$ cat src/jsu_pkg.sv
`timescale 1ns / 1ps
// ----------------------------------------------------------------------------
// jsu_pkg
// Shared types, codes and helper functions for the JSON string unescaper.
// ----------------------------------------------------------------------------
package jsu_pkg;

  // Input item: one raw byte or an end-of-text marker
  typedef struct packed {
    logic [7:0] char_byte;
    logic       input_end;
  } in_item_t;

  // Result item
  typedef struct packed {
    logic [1:0] kind;
    logic [7:0] out_byte;
    logic [3:0] error_code;
    logic       run_last;
  } out_item_t;

  typedef enum logic [1:0] {
    KIND_DATA = 2'd0,
    KIND_DONE = 2'd1,
    KIND_ERR  = 2'd2
  } kind_e;

  typedef enum logic [3:0] {
    ERR_NONE        = 4'd0,
    ERR_NO_QUOTE    = 4'd1,
    ERR_EARLY_END   = 4'd2,
    ERR_BAD_ESCAPE  = 4'd3,
    ERR_INCOMPLETE  = 4'd4,
    ERR_BAD_HEX     = 4'd5,
    ERR_MISSING_LOW = 4'd6,
    ERR_BAD_LOW     = 4'd7,
    ERR_LONE_LOW    = 4'd8
  } err_e;

  typedef enum logic [2:0] {
    PH_IDLE    = 3'd0,
    PH_BODY    = 3'd1,
    PH_ESC     = 3'd2,
    PH_HEX1    = 3'd3,
    PH_WAIT_BS = 3'd4,
    PH_WAIT_U  = 3'd5,
    PH_HEX2    = 3'd6
  } phase_e;

  typedef enum logic {
    OP_SINGLE = 1'b0,   // one result, fields given as is
    OP_CODEPT = 1'b1    // encode code point as 1 to 4 UTF-8 bytes
  } op_e;

  // Command from the front end to the encoder
  typedef struct packed {
    op_e         op;
    kind_e       kind;
    logic [7:0]  data;
    err_e        err;
    logic [20:0] cp;
  } cmd_t;

  localparam int unsigned QDepth = 4;

  // Characters
  localparam logic [7:0] ChQuote = 8'h22;
  localparam logic [7:0] ChBslash = 8'h5C;
  localparam logic [7:0] ChSlash = 8'h2F;
  localparam logic [7:0] ChLowerB = 8'h62;
  localparam logic [7:0] ChLowerF = 8'h66;
  localparam logic [7:0] ChLowerN = 8'h6E;
  localparam logic [7:0] ChLowerR = 8'h72;
  localparam logic [7:0] ChLowerT = 8'h74;
  localparam logic [7:0] ChLowerU = 8'h75;

  // Top six bits of high (D800..DBFF) and low (DC00..DFFF) surrogates
  localparam logic [5:0] HighSurrTag = 6'b110110;
  localparam logic [5:0] LowSurrTag  = 6'b110111;
  localparam logic [20:0] SuppBase   = 21'h10000;

  // Hex digit decode: bit 4 is the valid flag
  function automatic logic [4:0] hex_val(input logic [7:0] c);
    logic [4:0] r;
    r = 5'd0;
    if (c >= 8'h30 && c <= 8'h39) begin
      r = {1'b1, c[3:0]};
    end else if ((c >= 8'h61 && c <= 8'h66) || (c >= 8'h41 && c <= 8'h46)) begin
      r = {1'b1, c[3:0] + 4'd9};
    end
    return r;
  endfunction

  // Number of UTF-8 bytes minus one
  function automatic logic [1:0] utf8_last(input logic [20:0] cp);
    logic [1:0] r;
    if (cp <= 21'h7F) begin
      r = 2'd0;
    end else if (cp <= 21'h7FF) begin
      r = 2'd1;
    end else if (cp <= 21'hFFFF) begin
      r = 2'd2;
    end else begin
      r = 2'd3;
    end
    return r;
  endfunction

  // Byte idx of the UTF-8 encoding of cp whose length is last+1
  function automatic logic [7:0] utf8_byte(input logic [20:0] cp, input logic [1:0] last,
                                           input logic [1:0] idx);
    logic [7:0] r;
    logic [1:0] from_end;
    from_end = last - idx;
    r = 8'h00;
    if (last == 2'd0) begin
      r = cp[7:0];
    end else if (idx == 2'd0) begin
      case (last)
        2'd1:    r = {3'b110, cp[10:6]};
        2'd2:    r = {4'b1110, cp[15:12]};
        default: r = {5'b11110, cp[20:18]};
      endcase
    end else begin
      case (from_end)
        2'd0:    r = {2'b10, cp[5:0]};
        2'd1:    r = {2'b10, cp[11:6]};
        default: r = {2'b10, cp[17:12]};
      endcase
    end
    return r;
  endfunction

endpackage

$ cat src/jsu_front.sv
`timescale 1ns / 1ps
// ----------------------------------------------------------------------------
// jsu_front
// Parses one raw byte per cycle while items are accepted and issues commands for the encoder.
// ----------------------------------------------------------------------------
module jsu_front (
  input  logic             clk_i,
  input  logic             rst_ni,
  input  logic             acc_i,
  input  jsu_pkg::in_item_t item_i,
  output logic             push_o,
  output jsu_pkg::cmd_t    cmd_o
);

  jsu_pkg::phase_e phase_q, phase_d;
  logic [1:0]  cnt_q, cnt_d;
  logic [11:0] acc_q, acc_d;
  logic [9:0]  hs_q, hs_d;

  logic [7:0]  c;
  logic        in_end;
  logic [4:0]  hv;
  logic [15:0] v;
  logic        fail;
  jsu_pkg::err_e fail_code;
  logic        emit;
  jsu_pkg::cmd_t cmd;

  assign c      = item_i.char_byte;
  assign in_end = item_i.input_end;
  assign hv     = jsu_pkg::hex_val(c);
  assign v      = {acc_q, hv[3:0]};

  // Next state and command
  always_comb begin
    phase_d   = phase_q;
    cnt_d     = cnt_q;
    acc_d     = acc_q;
    hs_d      = hs_q;
    fail      = 1'b0;
    fail_code = jsu_pkg::ERR_NONE;
    emit      = 1'b0;
    cmd.op    = jsu_pkg::OP_SINGLE;
    cmd.kind  = jsu_pkg::KIND_DATA;
    cmd.data  = 8'h00;
    cmd.err   = jsu_pkg::ERR_NONE;
    cmd.cp    = 21'd0;

    case (phase_q)
      jsu_pkg::PH_BODY: begin
        if (in_end) begin
          fail = 1'b1; fail_code = jsu_pkg::ERR_EARLY_END;
        end else if (c == jsu_pkg::ChQuote) begin
          phase_d  = jsu_pkg::PH_IDLE;
          emit     = 1'b1;
          cmd.kind = jsu_pkg::KIND_DONE;
        end else if (c == jsu_pkg::ChBslash) begin
          phase_d = jsu_pkg::PH_ESC;
        end else begin
          emit     = 1'b1;
          cmd.data = c;
        end
      end
      jsu_pkg::PH_ESC: begin
        if (in_end) begin
          fail = 1'b1; fail_code = jsu_pkg::ERR_EARLY_END;
        end else begin
          phase_d = jsu_pkg::PH_BODY;
          emit    = 1'b1;
          case (c)
            jsu_pkg::ChQuote:  cmd.data = c;
            jsu_pkg::ChBslash: cmd.data = c;
            jsu_pkg::ChSlash:  cmd.data = c;
            jsu_pkg::ChLowerB: cmd.data = 8'h08;
            jsu_pkg::ChLowerF: cmd.data = 8'h0C;
            jsu_pkg::ChLowerN: cmd.data = 8'h0A;
            jsu_pkg::ChLowerR: cmd.data = 8'h0D;
            jsu_pkg::ChLowerT: cmd.data = 8'h09;
            jsu_pkg::ChLowerU: begin
              emit    = 1'b0;
              phase_d = jsu_pkg::PH_HEX1;
              cnt_d   = 2'd0;
              acc_d   = 12'd0;
            end
            default: begin
              emit = 1'b0;
              fail = 1'b1; fail_code = jsu_pkg::ERR_BAD_ESCAPE;
            end
          endcase
        end
      end
      jsu_pkg::PH_HEX1, jsu_pkg::PH_HEX2: begin
        if (in_end) begin
          fail = 1'b1; fail_code = jsu_pkg::ERR_INCOMPLETE;
        end else if (!hv[4]) begin
          fail = 1'b1; fail_code = jsu_pkg::ERR_BAD_HEX;
        end else if (cnt_q != 2'd3) begin
          cnt_d = cnt_q + 2'd1;
          acc_d = v[11:0];
        end else begin
          cnt_d = 2'd0;
          acc_d = 12'd0;
          if (phase_q == jsu_pkg::PH_HEX1) begin
            if (v[15:10] == jsu_pkg::HighSurrTag) begin
              hs_d    = v[9:0];
              phase_d = jsu_pkg::PH_WAIT_BS;
            end else if (v[15:10] == jsu_pkg::LowSurrTag) begin
              fail = 1'b1; fail_code = jsu_pkg::ERR_LONE_LOW;
            end else begin
              phase_d = jsu_pkg::PH_BODY;
              emit    = 1'b1;
              cmd.op  = jsu_pkg::OP_CODEPT;
              cmd.cp  = {5'd0, v};
            end
          end else begin
            if (v[15:10] != jsu_pkg::LowSurrTag) begin
              fail = 1'b1; fail_code = jsu_pkg::ERR_BAD_LOW;
            end else begin
              phase_d = jsu_pkg::PH_BODY;
              emit    = 1'b1;
              cmd.op  = jsu_pkg::OP_CODEPT;
              cmd.cp  = jsu_pkg::SuppBase + {1'b0, hs_q, v[9:0]};
            end
          end
        end
      end
      jsu_pkg::PH_WAIT_BS: begin
        if (in_end || c != jsu_pkg::ChBslash) begin
          fail = 1'b1; fail_code = jsu_pkg::ERR_MISSING_LOW;
        end else begin
          phase_d = jsu_pkg::PH_WAIT_U;
        end
      end
      jsu_pkg::PH_WAIT_U: begin
        if (in_end || c != jsu_pkg::ChLowerU) begin
          fail = 1'b1; fail_code = jsu_pkg::ERR_MISSING_LOW;
        end else begin
          phase_d = jsu_pkg::PH_HEX2;
          cnt_d   = 2'd0;
          acc_d   = 12'd0;
        end
      end
      default: begin
        if (in_end) begin
          fail = 1'b1; fail_code = jsu_pkg::ERR_EARLY_END;
        end else if (c != jsu_pkg::ChQuote) begin
          fail = 1'b1; fail_code = jsu_pkg::ERR_NO_QUOTE;
        end else begin
          phase_d = jsu_pkg::PH_BODY;
        end
      end
    endcase

    // Errors drop back to idle and report one result
    if (fail) begin
      phase_d  = jsu_pkg::PH_IDLE;
      cnt_d    = 2'd0;
      acc_d    = 12'd0;
      emit     = 1'b1;
      cmd.op   = jsu_pkg::OP_SINGLE;
      cmd.kind = jsu_pkg::KIND_ERR;
      cmd.data = 8'h00;
      cmd.err  = fail_code;
      cmd.cp   = 21'd0;
    end
  end

  assign push_o = acc_i && emit;
  assign cmd_o  = cmd;

  // Advance parser state on each accepted item
  always_ff @(posedge clk_i or negedge rst_ni) begin
    if (!rst_ni) begin
      phase_q <= jsu_pkg::PH_IDLE;
      cnt_q   <= 2'd0;
      acc_q   <= 12'd0;
      hs_q    <= 10'd0;
    end else if (acc_i) begin
      phase_q <= phase_d;
      cnt_q   <= cnt_d;
      acc_q   <= acc_d;
      hs_q    <= hs_d;
    end
  end

endmodule

$ cat src/jsu_fifo.sv
`timescale 1ns / 1ps
// ----------------------------------------------------------------------------
// jsu_fifo
// Short command queue between the parser and the UTF-8 encoder.
// ----------------------------------------------------------------------------
module jsu_fifo (
  input  logic          clk_i,
  input  logic          rst_ni,
  input  logic          push_i,
  input  jsu_pkg::cmd_t data_i,
  input  logic          pop_i,
  output jsu_pkg::cmd_t data_o,
  output logic          full_o,
  output logic          empty_o
);

  localparam int unsigned PtrW = $clog2(jsu_pkg::QDepth);
  localparam int unsigned CntW = $clog2(jsu_pkg::QDepth + 1);

  jsu_pkg::cmd_t mem_q [jsu_pkg::QDepth];
  logic [PtrW-1:0] wr_q, rd_q;
  logic [CntW-1:0] cnt_q;

  assign full_o  = (cnt_q == CntW'(jsu_pkg::QDepth));
  assign empty_o = (cnt_q == '0);
  assign data_o  = mem_q[rd_q];

  // Store entries
  always_ff @(posedge clk_i) begin
    if (push_i) begin
      mem_q[wr_q] <= data_i;
    end
  end

  // Advance pointers and fill count
  always_ff @(posedge clk_i or negedge rst_ni) begin
    if (!rst_ni) begin
      wr_q  <= '0;
      rd_q  <= '0;
      cnt_q <= '0;
    end else begin
      if (push_i) begin
        wr_q <= (wr_q == PtrW'(jsu_pkg::QDepth - 1)) ? '0 : wr_q + PtrW'(1);
      end
      if (pop_i) begin
        rd_q <= (rd_q == PtrW'(jsu_pkg::QDepth - 1)) ? '0 : rd_q + PtrW'(1);
      end
      if (push_i && !pop_i) begin
        cnt_q <= cnt_q + CntW'(1);
      end else if (pop_i && !push_i) begin
        cnt_q <= cnt_q - CntW'(1);
      end
    end
  end

endmodule

$ cat src/jsu_back.sv
`timescale 1ns / 1ps
// ----------------------------------------------------------------------------
// jsu_back
// Expands queued commands into result items and holds the output register.
// ----------------------------------------------------------------------------
module jsu_back (
  input  logic               clk_i,
  input  logic               rst_ni,
  input  jsu_pkg::cmd_t      cmd_i,
  input  logic               empty_i,
  output logic               pop_o,
  output logic               out_valid_o,
  input  logic               out_ready_i,
  output jsu_pkg::out_item_t out_data_o
);

  logic [1:0] idx_q, idx_d;
  logic       valid_q, valid_d;
  jsu_pkg::out_item_t data_q, data_d;

  logic       load;
  logic [1:0] last;

  assign load = !valid_q || out_ready_i;
  assign last = (cmd_i.op == jsu_pkg::OP_CODEPT) ? jsu_pkg::utf8_last(cmd_i.cp) : 2'd0;

  // Build next result from the queue head
  always_comb begin
    idx_d   = idx_q;
    valid_d = valid_q;
    data_d  = data_q;
    pop_o   = 1'b0;
    if (load) begin
      valid_d = !empty_i;
      if (!empty_i) begin
        data_d.kind     = cmd_i.kind;
        data_d.error_code = cmd_i.err;
        data_d.run_last = (idx_q == last);
        if (cmd_i.op == jsu_pkg::OP_CODEPT) begin
          data_d.out_byte = jsu_pkg::utf8_byte(cmd_i.cp, last, idx_q);
        end else begin
          data_d.out_byte = cmd_i.data;
        end
        if (idx_q == last) begin
          pop_o = 1'b1;
          idx_d = 2'd0;
        end else begin
          idx_d = idx_q + 2'd1;
        end
      end
    end
  end

  // Hold control state
  always_ff @(posedge clk_i or negedge rst_ni) begin
    if (!rst_ni) begin
      idx_q   <= 2'd0;
      valid_q <= 1'b0;
    end else begin
      idx_q   <= idx_d;
      valid_q <= valid_d;
    end
  end

  // Hold payload
  always_ff @(posedge clk_i) begin
    data_q <= data_d;
  end

  assign out_valid_o = valid_q;
  assign out_data_o  = data_q;

endmodule

$ cat src/json_string_unescape_utf8.sv
`timescale 1ns / 1ps
// ----------------------------------------------------------------------------
// json_string_unescape_utf8
// Decodes a quoted JSON string, one raw byte per item, into UTF-8 bytes.
//
// Input channel (in_valid_i / in_ready_o / in_data_i): one raw byte per item,
// or an end-of-text marker. Output channel (out_valid_o / out_ready_i /
// out_data_o): decoded bytes, a completion item at the closing quote, or an
// error item; run_last flags the last result of each input item.
// Throughput: one input item per cycle while the command queue is not full. A
// \uXXXX escape yields 1 to 4 bytes, which the encoder emits one per cycle
// while the receiver takes them; a four-entry command queue lets the parser
// keep taking bytes meanwhile. The encoder's one-byte-per-cycle output sets
// the sustained rate when many escapes come back to back.
// Results of an item go through the command queue, then the output register.
// When the receiver stalls, the output register holds and the queue
// fills; in_ready_o drops only while the queue is full.
// Reset clears the parser to idle (awaiting an opening quote), empties the
// queue and drops out_valid_o.
// ----------------------------------------------------------------------------
module json_string_unescape_utf8 (
  input  logic               clk_i,
  input  logic               rst_ni,
  input  logic               in_valid_i,
  output logic               in_ready_o,
  input  jsu_pkg::in_item_t  in_data_i,
  output logic               out_valid_o,
  input  logic               out_ready_i,
  output jsu_pkg::out_item_t out_data_o
);

  logic          accept;
  logic          push;
  logic          pop;
  logic          full;
  logic          empty;
  jsu_pkg::cmd_t cmd_in;
  jsu_pkg::cmd_t cmd_out;

  assign in_ready_o = !full;
  assign accept     = in_valid_i && !full;

  // Parse input bytes
  jsu_front u_front (
    .clk_i  (clk_i),
    .rst_ni (rst_ni),
    .acc_i  (accept),
    .item_i (in_data_i),
    .push_o (push),
    .cmd_o  (cmd_in)
  );

  // Queue commands
  jsu_fifo u_fifo (
    .clk_i   (clk_i),
    .rst_ni  (rst_ni),
    .push_i  (push),
    .data_i  (cmd_in),
    .pop_i   (pop),
    .data_o  (cmd_out),
    .full_o  (full),
    .empty_o (empty)
  );

  // Encode and emit results
  jsu_back u_back (
    .clk_i       (clk_i),
    .rst_ni      (rst_ni),
    .cmd_i       (cmd_out),
    .empty_i     (empty),
    .pop_o       (pop),
    .out_valid_o (out_valid_o),
    .out_ready_i (out_ready_i),
    .out_data_o  (out_data_o)
  );

endmodule

$ cat config.mk
export PLATFORM = sky130hd
export DESIGN_NAME = json_string_unescape_utf8
export DESIGN_NICKNAME = d
export VERILOG_FILES = /design/src/jsu_pkg.sv /design/src/jsu_front.sv /design/src/jsu_fifo.sv /design/src/jsu_back.sv /design/src/json_string_unescape_utf8.sv
export SDC_FILE = /design/constraint.sdc
export NUM_CORES = 1
export LEC_CHECK = 0
export BUFFER_PORTS_ARGS = -buffer_cell sky130_fd_sc_hd__buf_2
export CORE_MARGIN = 2
export CORE_UTILIZATION = 50
export DETAILED_ROUTE_END_ITERATION = 10
export PLACE_DENSITY = 0.77
export SYNTH_ARGS = -nofsm -noshare
export SYNTH_HDL_FRONTEND = slang
export SYNTH_HIERARCHICAL = 1
export SYNTH_SLANG_ARGS = --single-unit
$ cat constraint.sdc
create_clock -name clk_i -period 3.7 [get_ports clk_i]
set_input_delay 0.185 -clock clk_i [delete_from_list [all_inputs] [get_ports clk_i]]
set_output_delay 0.185 -clock clk_i [all_outputs]
set_load 0.03 [all_outputs]
==> results.txt <==
Clock buffer depth: 2
Area leader, netlist: edfxtp_1
CP Buf/Inv Count: 3
CTS tree: done
Synth area leaders: edfxtp_1 (51%), dfrtp_1 (9.9%), mux4_2 (8.6%)
Critical R2R Launch: u_fifo/rd_q[0]
Peak VDD IR: 0.0003967 V
Placed cell area: 9858 µm²
Share of power burned in registers: 0.391
Register bit total from synthesis: 196
CTS Sinks: 196
Vias per cell: 6.214
Pin count of the biggest net entering global routing: 38
Type of origin of the critical path: register
Critical path, cell by cell: buf_4, mux4_2, nor3_4, nand2_1, o21ai_1, ha_1, and3_1, inv_1, ha_1, inv_1, fa_1, xor2_1, nor2_1, xor2_1
DRC viols: 0
Post-DP HPWL: 13.76 mm
Initial antenna violation count: 1
Mapped Area: 9387 µm²
Vias in the first global route: 5745
Register area share after synthesis: 0.6073
Nets: 704
Count of final hold-check violations: 0
# IOs: 30
HP Class: input pin to register
Top-area cell type share of the netlist area: 0.5087
Clock share of power: 0.233
Hold EP: u_back/out_valid_o
Design area: 10490 µm²
CP max stage delay: 0.55 ns
Top delay family on crit path: adder cells
Leakage power: 0.003741 µW
Worst hold start: out_ready_i
Most frequent cell after synthesis: edfxtp_1
Yosys warns: 6
IO Port Bufs: 29
Fillers: 1402
H-tree Lvls: 4
DR pass1 iterations: 5
Core area: 18580 µm²
# diodes: 0
Setup violators final: 0
Post-synth top cells: edfxtp_1 (159), nand2_1 (48), dfrtp_1 (37)
Vias: 5711
Synth-to-Final Area Change: 11.73%
Routed wire per std cell: 22.20 µm
Net Sw Frac: 0.3345
Crit. End Element: register
Crit Path Max Fanout: 6
Worst-path clk slew: 0.06 ns
Final Max Tran Viols: 0
DRT iter0 DRCs: 575
Clock latency on the worst-skew pair: 0.44 ns
Row cnt: 50
Count of different cell masters after synthesis: 91
Outcome: completed
Final Skew: 0.01245 ns
Min-Delay Path Depth: 3
Final worst-path cycle share: 0.9362
Worst Tran Pin Value: 0.8849 ns
R2R setup slack: 0.24 ns
Req. time, crit path: 4.04 ns
Crit path max-delay cell type: mux4_2
First-pass GRT wire length: 32.20 mm
Initial Util: 0.5052
Dpl ws: 0.1063 ns
Die area: 19890 µm²
Max Fclk: 288.7 MHz
Fin util: 0.5644
Pwr dens: 747.2 nW/µm²
Drt total wl: 20.41 mm
Syn Nets: 653
Critical path type: register to register
Switching power: 2622 µW
DIE HEIGHT: 141.0 µm
Max Cap Viol: 0
Number of flops mapped to enable cells by yosys: 159
Post-Syn Area per Cell: 15.09 µm²
FF-to-FF path depth: 14
Final Worst Setup Slack: 0.2362 ns
GRT Util Overall: 0.2150
FF-to-FF End: u_fifo/cnt_q[2]
Routability Congestion: 0.9170
Die Wd: 141.0 µm
Async SR Flop Fraction: 0.1888
Relative slew margins: 0.4101
Int Pwr: 5214 µW
Cts bufs inserted: 17
Layout cells sized above 1: 0.2613
Mapped Cells: 622
Antenna Nets Post-Route: 0
Post-synth top flop: edfxtp_1
Hold slack: 0.02819 ns
Critical path arrival: 3.81 ns
Global route overflow: 0
Clock period minus worst slack: 3.464 ns
Combinational group share of total power: 0.376
Root Driver: clkbuf_16
[layer usage]
metal	vias up	GRT usage	wire length [µm]
li1	2533	-	-
met1	2872	0.2928	8385
met2	255	0.3399	9936
met3	51	0.04076	1401
met4	0	0.09737	682
met5	-	0	0
[how the worst max path moves through the flow]
stage / from / to / slack [ns] / cells after the start
after floorplan: u_fifo/rd_q[0] / u_fifo/cnt_q[2] / 0.13 / 16
after global placement: in_data_i[1] / u_fifo/cnt_q[2] / 0.27 / 16
after detailed placement: in_data_i[1] / u_fifo/cnt_q[2] / 0.11 / 16
after CTS: u_fifo/rd_q[0] / u_fifo/cnt_q[2] / 0.09 / 14
after global routing: u_fifo/rd_q[0] / u_fifo/cnt_q[2] / -0.006 / 14
final: u_fifo/rd_q[0] / u_fifo/cnt_q[2] / 0.24 / 14
[state kept, by name, indices dropped and copies added, names as in the netlist, 3 cells and up]
name               count
u_fifo/cnt_q           3
u_front/acc_q         12
u_front/phase_q        3
u_fifo/mem_q         144
u_back/out_data_o     15
u_front/hs_q          10
[metrics by stage]
stage | setup TNS, ns | total power (µW) | instances
6_report | 0 | 7836 | 919
5_1_grt | -0.006366 | 8202 | 919
4_1_cts | 0 | 7831 | 916
3_5_place_dp | 0 | 5972 | 884
3_3_place_gp | 0 | 5859 | 884
2_1_floorplan | 0 | 5191 | 622
[power groups by stage]
stage               registers, µW  logic (µW)  clock network, µW
finish                       3060        2950               1820
global placement             3080        2780                  0
global route                 3090        3170               1940
CTS                          3070        2910               1860
floorplan                    3220        1970                  0
detailed placement           3100        2870                  0
[placed cells by master, fill, tap and decap left out, types with 7 or more instances in the layout]
cell and n:
edfxtp_1 159, nand2_1 48, mux4_2 36, dfrtp_1 35, nor2_1 31, buf_2 29
buf_4 25, inv_1 20, a21oi_1 18, clkbuf_16 17, mux2_2 17, ha_1 17
o21ai_0 15, and2_1 15, nand3_1 13, a22o_1 12, nor3_1 9, mux2i_1 7
o22ai_1 7
[cells by family after synthesis]
kind of cell / count (synthesis) / synth area share
DFF: 196 / 0.6073
and+or+nand+nor: 165 / 0.09664
adders and majority gates: 18 / 0.02479
xor gates and xnor gates: 10 / 0.01333
buffers and inverters: 53 / 0.03706
AOI/OAI and AO/OA: 120 / 0.1066
muxes: 60 / 0.1142
[worst min-delay path, stage by stage]
cell      delay (ns)
buf_2           0.07
nand2b_1        0.11
nand2_1         0.05
[timing repair]
item	CTS	global route
hold buffers	1	0
endpoints found under the hold margin	37	0
resized for setup	0	3
setup buffers	0	3
setup endpoints to repair	0	2
[cell type report]
class	count	area (µm²)	area share
repair buffers	61	462.9	0.04414
multi-input cells	373	3347	0.3191
flip-flops and latches	196	5703	0.5438
well taps	234	292.8	0.02792
inverters	24	92.59	0.008828
clock inverters	11	152.6	0.01455
clock buffers	20	436.7	0.04164
No activity file was read; power rests on OpenSTA's default activity.
